## config.mk

```make
export PLATFORM = sky130hd
export DESIGN_NAME = hufd_front
export DESIGN_NICKNAME = d
export VERILOG_FILES = /design/src/sv/huffman_tree_load_and_decode_defines.svh /design/src/sv/hufd_pkg.sv /design/src/sv/hufd_front.sv
export SDC_FILE = /design/constraint.sdc
export NUM_CORES = 1
export LEC_CHECK = 0
export BUFFER_PORTS_ARGS = -buffer_cell sky130_fd_sc_hd__buf_2
export CAP_MARGIN = 10
export CORE_MARGIN = 2
export CORE_UTILIZATION = 39
export DETAILED_ROUTE_END_ITERATION = 8
export GPL_TIMING_DRIVEN = 0
export PLACE_DENSITY_LB_ADDON = 0.08
export SYNTH_ARGS = -nofsm -noshare
export SYNTH_HDL_FRONTEND = slang
export SYNTH_SLANG_ARGS = --single-unit
```

## constraint.sdc

```tcl
create_clock -name clock -period 1.8 [get_ports clock]
set_clock_uncertainty 0.2 [all_clocks]
set_input_delay 0.27 -clock clock [delete_from_list [all_inputs] [get_ports clock]]
set_output_delay 0.27 -clock clock [all_outputs]
set_load 0.02 [all_outputs]
```

## src/sv/huffman_tree_load_and_decode_defines.svh

```systemverilog
// Assertion macros for the Huffman tree decoder.
`ifndef HUFFMAN_TREE_LOAD_AND_DECODE_DEFINES_SVH
`define HUFFMAN_TREE_LOAD_AND_DECODE_DEFINES_SVH

`ifndef ASSERT_OFF

// prop holds at every rising clock edge outside reset
`define HUFD_ASSERT(lbl, clk, rst, prop) \
   lbl: assert property (@(posedge clk) disable iff (rst) (prop)) \
      else $error("hufd assertion failed");

// expr never holds outside reset
`define HUFD_ASSERT_NEVER(lbl, clk, rst, expr) \
   lbl: assert property (@(posedge clk) disable iff (rst) !(expr)) \
      else $error("hufd forbidden condition seen");

`else

`define HUFD_ASSERT(lbl, clk, rst, prop)
`define HUFD_ASSERT_NEVER(lbl, clk, rst, expr)

`endif

`endif

```

## src/sv/hufd_pkg.sv

```systemverilog
`default_nettype none

package hufd_pkg;

   localparam logic [1:0] ACT_CLEAR = 2'd0;
   localparam logic [1:0] ACT_TREE  = 2'd1;
   localparam logic [1:0] ACT_BIT   = 2'd2;

   localparam logic [1:0] OP_CLEAR = 2'd0;
   localparam logic [1:0] OP_TREE  = 2'd1;
   localparam logic [1:0] OP_BIT   = 2'd2;
   localparam logic [1:0] OP_NONE  = 2'd3;

   localparam logic [1:0] FAULT_NONE  = 2'd0;
   localparam logic [1:0] FAULT_TREE  = 2'd1;
   localparam logic [1:0] FAULT_EARLY = 2'd2;

   localparam logic [7:0] LEAF_FLAG = 8'h01;

   // pending stack: 256 entries, depth counter one bit wider
   localparam int PEND_AW = 8;
   localparam int PEND_DEPTH = 1 << PEND_AW;

   localparam int QUEUE_DEPTH = 2;
   localparam int QUEUE_AW = 1;

   typedef struct packed {
      logic [1:0] op;
      logic [7:0] tree_byte;
      logic       code_bit;
   } cmd_type;

endpackage

`default_nettype wire

```

## src/sv/hufd_front.sv

```systemverilog
`default_nettype none

module hufd_front (
   input  wire logic            clock,
   input  wire logic            reset,
   input  wire logic            req_valid,
   output logic                 req_stall,
   input  wire logic [1:0]      req_action,
   input  wire logic [7:0]      req_tree_byte,
   input  wire logic            req_code_bit,
   output logic                 cmd_valid,
   output hufd_pkg::cmd_type    cmd,
   input  wire logic            cmd_pop
);
   import hufd_pkg::*;

   cmd_type              q_ff [QUEUE_DEPTH];
   logic [QUEUE_AW-1:0]  wr_ptr_ff, wr_ptr_in;
   logic [QUEUE_AW-1:0]  rd_ptr_ff, rd_ptr_in;
   logic [QUEUE_AW:0]    count_ff, count_in;
   logic                 enq;
   logic                 deq;
   cmd_type              cls;

   always_comb begin
      cls.tree_byte = req_tree_byte;
      cls.code_bit  = req_code_bit;
      case (req_action)
         ACT_CLEAR: cls.op = OP_CLEAR;
         ACT_TREE:  cls.op = OP_TREE;
         ACT_BIT:   cls.op = OP_BIT;
         default:   cls.op = OP_NONE;
      endcase
   end

   assign req_stall = (count_ff == (QUEUE_AW+1)'(QUEUE_DEPTH));
   assign enq       = req_valid && !req_stall;
   assign cmd_valid = (count_ff != '0);
   assign deq       = cmd_pop && cmd_valid;
   assign cmd       = q_ff[rd_ptr_ff];

   always_comb begin
      wr_ptr_in = enq ? wr_ptr_ff + 1'b1 : wr_ptr_ff;
      rd_ptr_in = deq ? rd_ptr_ff + 1'b1 : rd_ptr_ff;
      count_in  = count_ff;
      if (enq && !deq) begin
         count_in = count_ff + 1'b1;
      end else if (!enq && deq) begin
         count_in = count_ff - 1'b1;
      end
   end

   always_ff @(posedge clock) begin
      if (reset) begin
         wr_ptr_ff <= '0;
         rd_ptr_ff <= '0;
         count_ff  <= '0;
      end else begin
         wr_ptr_ff <= wr_ptr_in;
         rd_ptr_ff <= rd_ptr_in;
         count_ff  <= count_in;
      end
   end

   always_ff @(posedge clock) begin
      if (enq) begin
         q_ff[wr_ptr_ff] <= cls;
      end
   end

endmodule

`default_nettype wire

```

# Word level (Yosys, flattened, before mapping)
# Memory sizes are Yosys's and may differ from the RTL's. A register that Yosys moved wholly into a read port is not among the register bits.
# Cells that the tools add are included.
# Widths: inputs -> output; s select.
# word_totals
reg_bits	4
mem_bits_rw	22
inputBits	15
output_inout_bits	13
memories	1
# classes
n_addsub	4
n_eq_ne	3
n_mux	7
reduce_logical	10
# mem_list
name	words	width	rd	rd_ports_with_merged_regs	write_ports	line_no	source
q_ff	2	11	1	1	1	hufd_front.sv:17	cmd_type q_ff [QUEUE_DEPTH];
# op_table
cell	n
$pmux 2 s3	1
$eq 2x2->1 const B	2
$logic_and 1x1->1	4
$mux 1	4
$mux 2	2
$reduce_bool 2->1	2
$logic_not 1->1	3
$add 1x1->1 const B	2
$add 2x1->2 const B	1
$eq 2x1->1 const B	1
$logic_not 2->1	1
$sub 2x1->2 const B	1

# Logic depth before layout (Yosys ltp)
# Gate-level depths: netlist of the first run.
# depth
depth_word	7
mapped_depth	6
ltp_nobuf	6

# Worst setup path after synthesis of the first run
# No wires, ideal clock.
# synth_timing
kind	reg-to-reg
start	register count_ff[1]
end	register count_ff[1]
arrival_time_ns	1.527
path_slack_ns	0.003
stages_incl_launch_ff	6
period_less_slack_ns	1.797
path_cell_list	dfxtp_1 nor2b_2 nor2_1 ha_1 or3_1 a21oi_1
# synth_via
elab_chain_cells	6
elab_cells_between_ends	14
# synth_lines
element	line_no	source
start: declaration	hufd_front.sv:20	logic [QUEUE_AW:0] count_ff, count_in;
start signal: assignment	hufd_front.sv:61	count_ff <= count_in;
$eq 2x2->1 *	hufd_front.sv:36	assign req_stall = (count_ff == (QUEUE_AW+1)'(QUEUE_DEPTH));
net req_stall	hufd_front.sv:7	output logic req_stall,
$logic_not 1->1 *	hufd_front.sv:37	assign enq = req_valid && !req_stall;
$logic_and 1x1->1 *	hufd_front.sv:37	
net enq	hufd_front.sv:21	logic enq;
$logic_not 1->1	hufd_front.sv:48	end else if (!enq && deq) begin
$logic_and 1x1->1	hufd_front.sv:48	
$reduce_bool 2->1 (no line)	n/a	
# Mark *: on every way through the listed nets, which the timed path passes. The rest lies on a longest branch. The select of a mux whose other input is x is not followed.
# A chain may end at the register's enable or synchronous reset.

==> impl_results.md, run 1 <==
* Fraction of the yosys area taken by sequential cells at 74.8%
* Startpoint kind of the worst setup timing path: flip-flop
* Overall Power at 1.91 mW
* Layout overhead on the synthesized area at 43.7%
* Length in cells of the worst reg-to-reg path at 4
* Number of antenna violations at the first check in global routing at 0
* Fraction of power consumed by combinational cells at 41.8%
* PwrDens at 1310 mW/mm^2
* Number of distinct standard cells referenced by the synthesized netlist at 15
* Share of synthesized cell area in and, or, nand and nor gates at 4.80%
* Level count of the clock H-tree at 1
* Maximum operating frequency at 0.562 GHz
* Final critical path time including I/O delays and setup at 1.78 ns
* Vias per std cell at 4.54
* Synth area leader: edfxtp_1
* Most area-consuming cells after synthesis: edfxtp_1 (65%), mux2_2 (12%), dfxtp_1 (9.8%), xor2_1 (2.6%), o21ai_0 (1.5%)
* Internal Dissipation at 1.32 mW
* Area share of the leading cell type in the synthesized netlist at 64.9%
* Remaining global-route overflow at 0
* Half-perimeter wire length of the detailed placement result at 1090 um
* Initial Util at 41.1%
* Die Width at 55.1 um
* Setup repair after global routing missed its margin: true
* Die outline area at 0.00303 mm^2
* Pre-CTS setup slack at -0.0120 ns
* Area of the multi-input gates at 264 um^2
* Number of buffers created by CTS at 3
* Routed length per instance at 12.9 um
* Net load switching power at 592 uW
* Post-synthesis adder-cell area fraction at 1.23%
* Clock latency at the later pin of the worst-skew pair at 0.31 ns
* Storage element area at 767 um^2
* Final period util at 98.9%
* Worst R2R Start: count_ff[0]$_SDFFE_PP0P_
* Routed WL at 1720 um
* Clock edge transition at the registers on the reported setup and hold paths at 0.13 ns
* Predominant post-synthesis flop cell: edfxtp_1
* Multiplexer share of the synthesized area at 12.2%
* Global-route usage over all layers at 11.9%
* Run status: completed
* Critical Path Sink Type: primary output
* Total core area at 0.00248 mm^2
* Dominant combinational cell family by area after synthesis: multiplexers
* Crit path DAT at 1.31 ns
* Count leader, synth: edfxtp_1
* Final count of negative-setup-slack endpoints at 0
* Fraction of power consumed by the clock network at 12.7%
* Type of the tightest min-delay check: primary input to flip-flop
* Clock net sink count at 27
* Number of top-level design ports at 28
* Buffer levels on the longest clock path at 2
* Number of inserted filler cells in the final layout at 223
* Data required, critical path at 1.33 ns
* Post-Synthesis Cell Area at 0.00102 mm^2
* Flop2flop setup slack at 0.08 ns
* Yosys warnings at 0
* Synthesized-area fraction occupied by ao, oa, aoi and oai cells at 2.46%
* Count of state elements after synthesis at 27
* Post-Synthesis Net Count at 77
* Number of hold violations in the final report at 0
* Final Max Slew Viols at 0
* DRC violations left at 0
* Final WS setup at 0.0204 ns
* TritonCTS clock tree: done
* Worst setup endpoint: cmd[5]
* Via count of the first global-routing pass at 561
* Endpoint of the worst register-to-register path: count_ff[1]$_SDFFE_PP0P_
* Via count at 604
* Standby leakage power at 0.574 nW
* Most frequent cells after synthesis: edfxtp_1 (22), mux2_2 (11), dfxtp_1 (5)
* Maximum VDD drop at 723 uV
* Sw Ratio at 31.0%
* Global-route wire length before repair at 2400 um
* Root Driver: clkbuf_4
* Post-route core utilization at 59.0%
* Number of maximum-capacitance violations at 0
* Largest net degree at the start of global routing at 15
* Die Y at 55.1 um
* Worst-path maximum fanout at 5
* Cells after synthesis at 61
* Placer's final routability congestion estimate at 0.623
* Detailed-router iteration count before antenna repair at 4
* Diode insertion count for antenna repair at 0
* Violation count after the first detailed-route iteration at 5
* Final #Nets at 120
* Number of core rows at 18
* EDFF count, synth at 22
* Post-Syn Area per Cell at 16.7 um^2
* Proportion of register bits with asynchronous set or reset after synthesis at 0%
* DRT antenna net count at 0
* Area share of xor/xnor cells in the synthesized design at 2.58%
* # port buffers at 25
* Share of power burned in registers at 45.5%
* Slew at the pin closest to its max-slew limit at 0.507 ns
* Worst Path Class, Setup: flip-flop to primary output
* Layout cell share with drive strength beyond 1 at 45.6%
* Relative slew slack at 66.2%
per-stage QoR:
stage	std cells	TNS [ns]	hold WS, ns	area, um^2
after floorplan	61	0	0.139	1020
after global placement	116	0	0.259	1180
after detailed placement	116	-0.0120	0.264	1180
after CTS	132	-0.115	0.116	1340
after global routing	133	-0.322	0.175	1460
final	133	0	0.127	1460
layout make-up:
class | instances | share of cell area (%)
Buffer | 3 | 1.54
Clock buffer | 4 | 1.80
Inverter | 2 | 0.771
Multi-Input combinational cell | 29 | 18.1
Sequential cell | 27 | 52.5
Tap cell | 30 | 2.57
Timing Repair Buffer | 38 | 22.8
logic make-up (layout without fill, tap and decap cells):
logic type / Yosys count / after routing
flops: 27 / 27
buf+inv: 5 / 47
mux: 11 / 11
simple gates: 9 / 9
compound gates: 5 / 5
xor+xnor: 3 / 3
fa+ha+maj: 1 / 1
layout by cell type, fill, tap and decap left out:
| cell | instances |
|---|---|
| o21ai_1 | 1 |
| nor2b_4 | 1 |
| clkbuf_16 | 1 |
| buf_2 | 15 |
| clkbuf_4 | 3 |
| mux2_2 | 5 |
| buf_6 | 10 |
| inv_1 | 1 |
| edfxtp_1 | 22 |
| ha_1 | 1 |
| dfxtp_1 | 2 |
| nor2_1 | 4 |
| buf_8 | 1 |
| dfxtp_2 | 2 |
| and2_1 | 1 |
| a21oi_1 | 2 |
| or2_2 | 1 |
| mux2_4 | 6 |
| xor2_1 | 3 |
| o21ai_0 | 2 |
| dlygate4sd3_1 | 12 |
| clkinvlp_4 | 1 |
| or3_1 | 2 |
| dfxtp_4 | 1 |
| clkbuf_1 | 3 |
metal layers:
layer	GRT usage [%]	part of all wire, %	wire length [um]
met5	0	0	0
met4	6.10	0.87	15
met3	2.96	5.3	91
met2	21.4	49	845
met1	12.9	45	765
worst min-delay path by stage:
stage	end	from	cells after the start
final	wr_ptr_ff$_SDFFE_PP0P_	req_valid	4
after global routing	wr_ptr_ff$_SDFFE_PP0P_	req_valid	4
after CTS	wr_ptr_ff$_SDFFE_PP0P_	req_valid	4
after detailed placement	q_ff[1][4]$_DFFE_PP_	req_tree_byte[3]	1
after global placement	q_ff[1][4]$_DFFE_PP_	req_tree_byte[3]	1
after floorplan	count_ff[1]$_SDFFE_PP0P_	reset	1
critical path: stages, from the launching register on:
cell and delay [ns]:
dfxtp_4 0.40, buf_8 0.13, mux2_2 0.34, buf_6 0.13
power groups by stage:
stage               combinational [mW]  sequential, mW  clock [mW]
global route                     0.868           0.885       0.279
global placement                 0.580           0.850           0
floorplan                        0.427           0.841           0
finish                           0.798           0.868       0.243
CTS                              0.629           0.849       0.261
detailed placement               0.583           0.856           0
flip-flops by register name, summed over array words and instances, names as in the netlist, named ones only:
signal	flops
count_ff	2
wr_ptr_ff	1
rd_ptr_ff	1
q_ff	22
timing repair:
item,CTS,global route
resized for setup,7,29
endpoints found under the hold margin,27,0
endpoints found under the setup margin,19,22
setup buffers,0,0
pin swaps,0,1
hold buffers,12,0
gates cloned,0,1
Note: power is estimated with default switching activity, not from simulation.
==> run 2: changes to the inputs <==
==> constraint.sdc (replaced) <==
create_clock -name clock -period 1.8 [get_ports clock]
set_clock_uncertainty 0.2 [all_clocks]
set_input_delay 0.09 -clock clock [delete_from_list [all_inputs] [get_ports clock]]
set_output_delay 0.09 -clock clock [all_outputs]
set_load 0.02 [all_outputs]
==> run 2 against run 1 <==
  * Routed wire length shrank 6.3%
  * Non-clock buffer count grew 1
  * Sequential share of layout area grew 3.6 points
  * Sequential cell count unchanged
  * Cell count grew 0.75%
  * First-iteration DRC count did not move
==> impl_results.md, run 2 (synthesis gave the netlist of run 1 again) <==
* Startpoint kind of the worst setup timing path: flip-flop
* Layout overhead on the synthesized area at 33.7%
* Global-route wire length before repair at 2420 um (+0.83%)
* Most frequent standard cell in the layout excluding fill and tap cells: buf_2
* Slew at the pin closest to its max-slew limit at 0.507 ns (-0.000213 ns)
* Maximum VDD drop at 629 uV (-13%)
* Initial Util at 41.1% (unchanged)
* Biggest register: q_ff
* Worst Path Class, Setup: flip-flop to flip-flop
* Maximum operating frequency at 0.584 GHz (+4.0%)
* Level count of the clock H-tree at 1 (unchanged)
* Number of flip-flops in the largest register at 22 (unchanged)
* Setup repair after global routing missed its margin: true
* Number of core rows at 18 (unchanged)
* Number of buffers created by CTS at 3 (unchanged)
* Critical Path Sink Type: flip-flop
* Remaining global-route overflow at 0 (unchanged)
* Worst-path maximum fanout at 5 (unchanged)
* Number of maximum-capacitance violations at 0 (unchanged)
* Vias per std cell at 4.50 (-0.91%)
* Number of hold violations in the final report at 0 (unchanged)
* Routed WL at 1610 um (-6.3%)
* Placer's final routability congestion estimate at 0.623 (unchanged)
* Final standard cell count with taps included and fillers excluded at 134 (+0.75%)
* TritonCTS clock tree: done
* Half-perimeter wire length of the detailed placement result at 1090 um (unchanged)
* Total core area at 0.00248 mm^2 (unchanged)
* Data required, critical path at 1.84 ns (+0.51 ns)
* DRC violations left at 0 (unchanged)
* Die Y at 55.1 um (unchanged)
* Type of the tightest min-delay check: primary input to flip-flop
* Layout cell share with drive strength beyond 1 at 43.3% (-2.4 points)
* Cell with the largest stage delay on the worst path: dfxtp_2
* Relative slew slack at 66.2% (about the same)
* Area post-placement at 0.00118 mm^2 (unchanged)
* Overall Power at 1.71 mW (-11%)
* Standby leakage power at 0.526 nW (-8.4%)
* Clock edge transition at the registers on the reported setup and hold paths at 0.13 ns (about the same)
* Die outline area at 0.00303 mm^2 (unchanged)
* Final critical path time including I/O delays and setup at 1.71 ns (-0.0680 ns)
* Commonest non-fill, non-tap cells in the layout: buf_2 (25), edfxtp_1 (22), dlygate4sd3_1 (14)
* Global-route usage over all layers at 12.0% (+0.058 points)
* Final Max Slew Viols at 0 (unchanged)
* # port buffers at 25 (unchanged)
* Final cell area excluding filler cells at 0.00136 mm^2 (-6.9%)
* Placed Cells incl. Taps at 116 (unchanged)
* Detailed-router iteration count before antenna repair at 4 (unchanged)
* Largest net degree at the start of global routing at 15 (unchanged)
* Critical path cell sequence: o21ai_1, ha_1, or3_1, a21oi_1
* Routed length per instance at 12.0 um (-7.0%)
* Final count of negative-setup-slack endpoints at 0 (unchanged)
* DRT antenna net count at 0 (unchanged)
* Buffer levels on the longest clock path at 2 (unchanged)
* Die Width at 55.1 um (unchanged)
* Via count at 603 (-0.17%)
* Via count of the first global-routing pass at 564 (+0.53%)
* Crit path DAT at 1.75 ns (+0.44 ns)
* Run status: completed
* Registers with the highest flip-flop counts: q_ff: 22 flops, count_ff: 2 flops
* Number of top-level design ports at 28 (unchanged)
* Slowest cell delay on critical path at 0.38 ns (-0.02 ns)
* Root Driver: clkbuf_4
* Clock latency at the later pin of the worst-skew pair at 0.31 ns (about the same)
* Violation count after the first detailed-route iteration at 5 (unchanged)
* Number of antenna violations at the first check in global routing at 0 (unchanged)
* Diode insertion count for antenna repair at 0 (unchanged)
* Final period util at 95.1% (-3.8 points)
* Final #Nets at 121 (+0.83%)
* Clock net sink count at 27 (unchanged)
* PwrDens at 1260 mW/mm^2 (-3.8%)
## run 2: worst max-delay path: cells and delay by family (launching register included)
family | cells | cell delay (ns)
flip-flops | 1 | 0.38
adder cells (fa/ha/maj) | 1 | 0.30
AO/OA/AOI/OAI | 2 | 0.39
AND/OR/NAND/NOR | 1 | 0.37
## run 2: final cells by class
class | count | area [um^2]
clock buffers | 4 | 26.3
inverters | 2 | 11.3
fillers | 228 | 1120
repair buffers | 39 | 265
multi-input cells | 29 | 241
flip-flops and latches | 27 | 763
plain buffers | 3 | 15.0
well taps | 30 | 37.5
## run 2: where the power goes
part	internal, mW	switching [mW]
sequential	0.798	0.0519
clock	0.0864	0.159
combinational	0.274	0.340
total	1.16	0.550
## run 2: repair_timing
action | in CTS | in global routing
endpoints found under the setup margin | 9 | 22
hold buffers | 14 | 0
setup buffers | 0 | 0
gates cloned | 0 | 0
pin swaps | 0 | 1
endpoints found under the hold margin | 27 | 0
gates resized for setup | 3 | 3
## run 2: layer usage
layer  wire (um)  GRT usage (%)
met1         720           13.2
met2         780           21.2
met3          92           2.96
met4          15           6.10
met5           0              0
## run 2: path summary, 6_finish.rpt
check	cells past startpoint	end	start	slack (ns)
max reg2reg	4	count_ff[1]$_SDFFE_PP0P_	count_ff[0]$_SDFFE_PP0P_	0.09
max	4	count_ff[1]$_SDFFE_PP0P_	count_ff[0]$_SDFFE_PP0P_	0.09
min	2	q_ff[0][5]$_DFFE_PP_	req_tree_byte[4]	0.30
min reg2reg	2	wr_ptr_ff$_SDFFE_PP0P_	wr_ptr_ff$_SDFFE_PP0P_	0.30
## run 2: per-stage QoR
stage               setup TNS (ns)  setup slack, ns  utilization [%]  hold WS, ns
floorplan                        0          0.00347                -      -0.0409
global placement                 0           0.0306             47.6       0.0786
detailed placement         -0.0120          -0.0120             47.6       0.0840
CTS                              0           0.0105             54.5        0.274
global route               -0.0353          -0.0353             54.9        0.277
finish                           0           0.0884             54.9        0.297
==> run 3: changes to the inputs <==
--- a/config.mk
+++ b/config.mk
@@ -8,7 +8,7 @@
 export BUFFER_PORTS_ARGS = -buffer_cell sky130_fd_sc_hd__buf_2
 export CAP_MARGIN = 10
 export CORE_MARGIN = 2
-export CORE_UTILIZATION = 39
+export CORE_UTILIZATION = 49
 export DETAILED_ROUTE_END_ITERATION = 8
 export GPL_TIMING_DRIVEN = 0
 export PLACE_DENSITY_LB_ADDON = 0.08
==> run 3 against run 2 <==
  * Critical path depth increased by 1
  * Combinational power increased by 3.3%
  * Total power increased by 0.55%
  * Largest cell class unchanged
  * Die area decreased by 19%
  * Register-to-register slack about the same
  * Routed wire length decreased by 5.0%
  * Utilization increased by 14 points
  * Maximum frequency decreased by 0.73%
==> impl_results.md, run 3 (synthesis gave the netlist of run 1 again) <==
* Final count of negative-setup-slack endpoints at 0 (unchanged)
* Run status: completed
* Area post-placement at 0.00118 mm^2 (-0.32%)
* Final cell area excluding filler cells at 0.00136 mm^2 (about the same)
* Maximum operating frequency at 0.580 GHz (-0.73%)
* Die Y at 49.6 um (-10%)
* Relative slew slack at 82.5% (+16 points)
* Clock latency at the later pin of the worst-skew pair at 0.31 ns (about the same)
* Biggest register: q_ff
* Fraction of power consumed by the clock network at 13.8% (-0.5 points)
* Buffer levels on the longest clock path at 2 (unchanged)
* Commonest non-fill, non-tap cells in the layout: buf_2 (25), edfxtp_1 (22), dlygate4sd3_1 (14)
* Total core area at 0.00196 mm^2 (-21%)
* Net load switching power at 555 uW (+0.91%)
* Critical Path Sink Type: flip-flop
* Type of the tightest min-delay check: primary input to flip-flop
* PwrDens at 1260 mW/mm^2 (+0.46%)
* Layout overhead on the synthesized area at 33.8% (about the same)
* TritonCTS clock tree: done
* Number of post-CTS setup repair buffers at 0 (unchanged)
* Via count at 611 (+1.3%)
* Final period util at 95.8% (+0.69 points)
* Root Driver: clkbuf_4
* Overall Power at 1.72 mW (+0.55%)
* Pre-CTS setup slack at 0.0367 ns (+0.0487 ns)
* Number of top-level design ports at 28 (unchanged)
* Placer's final routability congestion estimate at 0.614 (-1.5%)
* Violation count after the first detailed-route iteration at 6 (+1)
* Routed length per instance at 11.7 um (-2.8%)
* Global-route wire length before repair at 2450 um (+1.2%)
* Startpoint kind of the worst setup timing path: flip-flop
* Slowest cell delay on critical path at 0.40 ns (+0.02 ns)
* Largest net degree at the start of global routing at 15 (unchanged)
* Number of antenna violations at the first check in global routing at 0 (unchanged)
* Final Max Slew Viols at 0 (unchanged)
* Crit path DAT at 1.77 ns (+0.02 ns)
* Number of maximum-capacitance violations at 0 (unchanged)
* Half-perimeter wire length of the detailed placement result at 999 um (-8.2%)
* Detailed-router iteration count before antenna repair at 2 (-2)
* Final #Nets at 121 (unchanged)
* Worst Path Class, Setup: flip-flop to flip-flop
* Via count of the first global-routing pass at 609 (+8.0%)
* Clock net sink count at 27 (unchanged)
* Fraction of power consumed by combinational cells at 36.9% (+1.0 points)
* Die Width at 49.6 um (-10%)
* Registers with the highest flip-flop counts: q_ff: 22 flops, count_ff: 2 flops
* Clock edge transition at the registers on the reported setup and hold paths at 0.13 ns (about the same)
* Most frequent standard cell in the layout excluding fill and tap cells: buf_2
* Initial Util at 51.8% (+11 points)
* Standby leakage power at 0.527 nW (+0.16%)
* Layout cell share with drive strength beyond 1 at 45.2% (+1.9 points)
* Die outline area at 0.00246 mm^2 (-19%)
* Number of buffers created by CTS at 3 (unchanged)
* Level count of the clock H-tree at 1 (unchanged)
* DRT antenna net count at 0 (unchanged)
* Share of power burned in registers at 49.3% (-0.4 points)
* Worst-path maximum fanout at 5 (unchanged)
* Maximum VDD drop at 832 uV (+32%)
* Remaining global-route overflow at 0 (unchanged)
* # port buffers at 25 (unchanged)
* Placed Cells incl. Taps at 113 (-2.6%)
* Internal Dissipation at 1.16 mW (+0.38%)
* Number of flip-flops in the largest register at 22 (unchanged)
* Diode insertion count for antenna repair at 0 (unchanged)
* Slew at the pin closest to its max-slew limit at 0.259 ns (-0.247 ns)
* Global-route usage over all layers at 13.5% (+1.5 points)
* Sw Ratio at 32.3% (+0.12 points)
* Routed WL at 1530 um (-5.0%)
* Number of hold violations in the final report at 0 (unchanged)
* Cell with the largest stage delay on the worst path: or3_1
* Final standard cell count with taps included and fillers excluded at 131 (-2.2%)
* Data required, critical path at 1.85 ns (about the same)
* DRC violations left at 0 (unchanged)
* Vias per std cell at 4.66 (+3.6%)
* Critical path cell sequence: nor2b_4, nor2_1, ha_1, or3_1, a21oi_2
* Final critical path time including I/O delays and setup at 1.72 ns (+0.0125 ns)
* Final WS setup at 0.0759 ns (-0.0125 ns)
* Number of core rows at 16 (-2)
-- run 3: final timing paths --
kind,slack (ns),cells past startpoint,to,startpoint
setup / recovery,0.08,5,count_ff[1]$_SDFFE_PP0P_,count_ff[1]$_SDFFE_PP0P_
hold / removal,0.30,2,q_ff[1][7]$_DFFE_PP_,req_tree_byte[6]
setup reg to reg,0.08,5,count_ff[1]$_SDFFE_PP0P_,count_ff[1]$_SDFFE_PP0P_
hold reg to reg,0.30,2,wr_ptr_ff$_SDFFE_PP0P_,wr_ptr_ff$_SDFFE_PP0P_
-- run 3: power groups by stage --
stage | combinational (mW) | sequential (mW) | clock, mW
after detailed placement | 0.577 | 0.852 | 0
after global placement | 0.570 | 0.847 | 0
final | 0.634 | 0.846 | 0.238
after global routing | 0.690 | 0.858 | 0.276
after CTS | 0.601 | 0.837 | 0.243
after floorplan | 0.427 | 0.841 | 0
-- run 3: cell type report --
type	count	area, um^2
plain buffers	3	15.0
clock buffers	4	26.3
fillers	164	601
inverters	2	11.3
multi-input cells	29	246
flip-flops and latches	27	763
well taps	27	33.8
repair buffers	39	265
-- run 3: through the flow --
stage	util [%]	setup TNS, ns	hold WS, ns
floorplan	-	0	-0.0409
global placement	59.9	0	0.0786
detailed placement	59.9	0	0.0820
CTS	67.9	0	0.00165
global route	69.4	-0.00855	0.285
finish	69.4	0	0.297
-- run 3: layer usage --
metal	share of wire, %	global-route usage (%)	vias to the layer above
met5	0	0	-
li1	-	-	307
met1	42	14.2	282
met4	2.6	8.33	0
met2	52	24.2	18
met3	3.5	2.73	4
-- run 3: worst max-delay path, delay by kind of cell (launching register included) --
family / cells / cell delay [ns]
AOI/OAI and AO/OA: 1 / 0.14
and+or+nand+nor: 3 / 0.63
adders and majority gates: 1 / 0.33
DFF: 1 / 0.37
-- run 3: timing repair --
item	CTS	global route
gates resized for setup	0	8
hold buffers	13	1
endpoints found under the setup margin	0	24
hold endpoints to repair	27	1
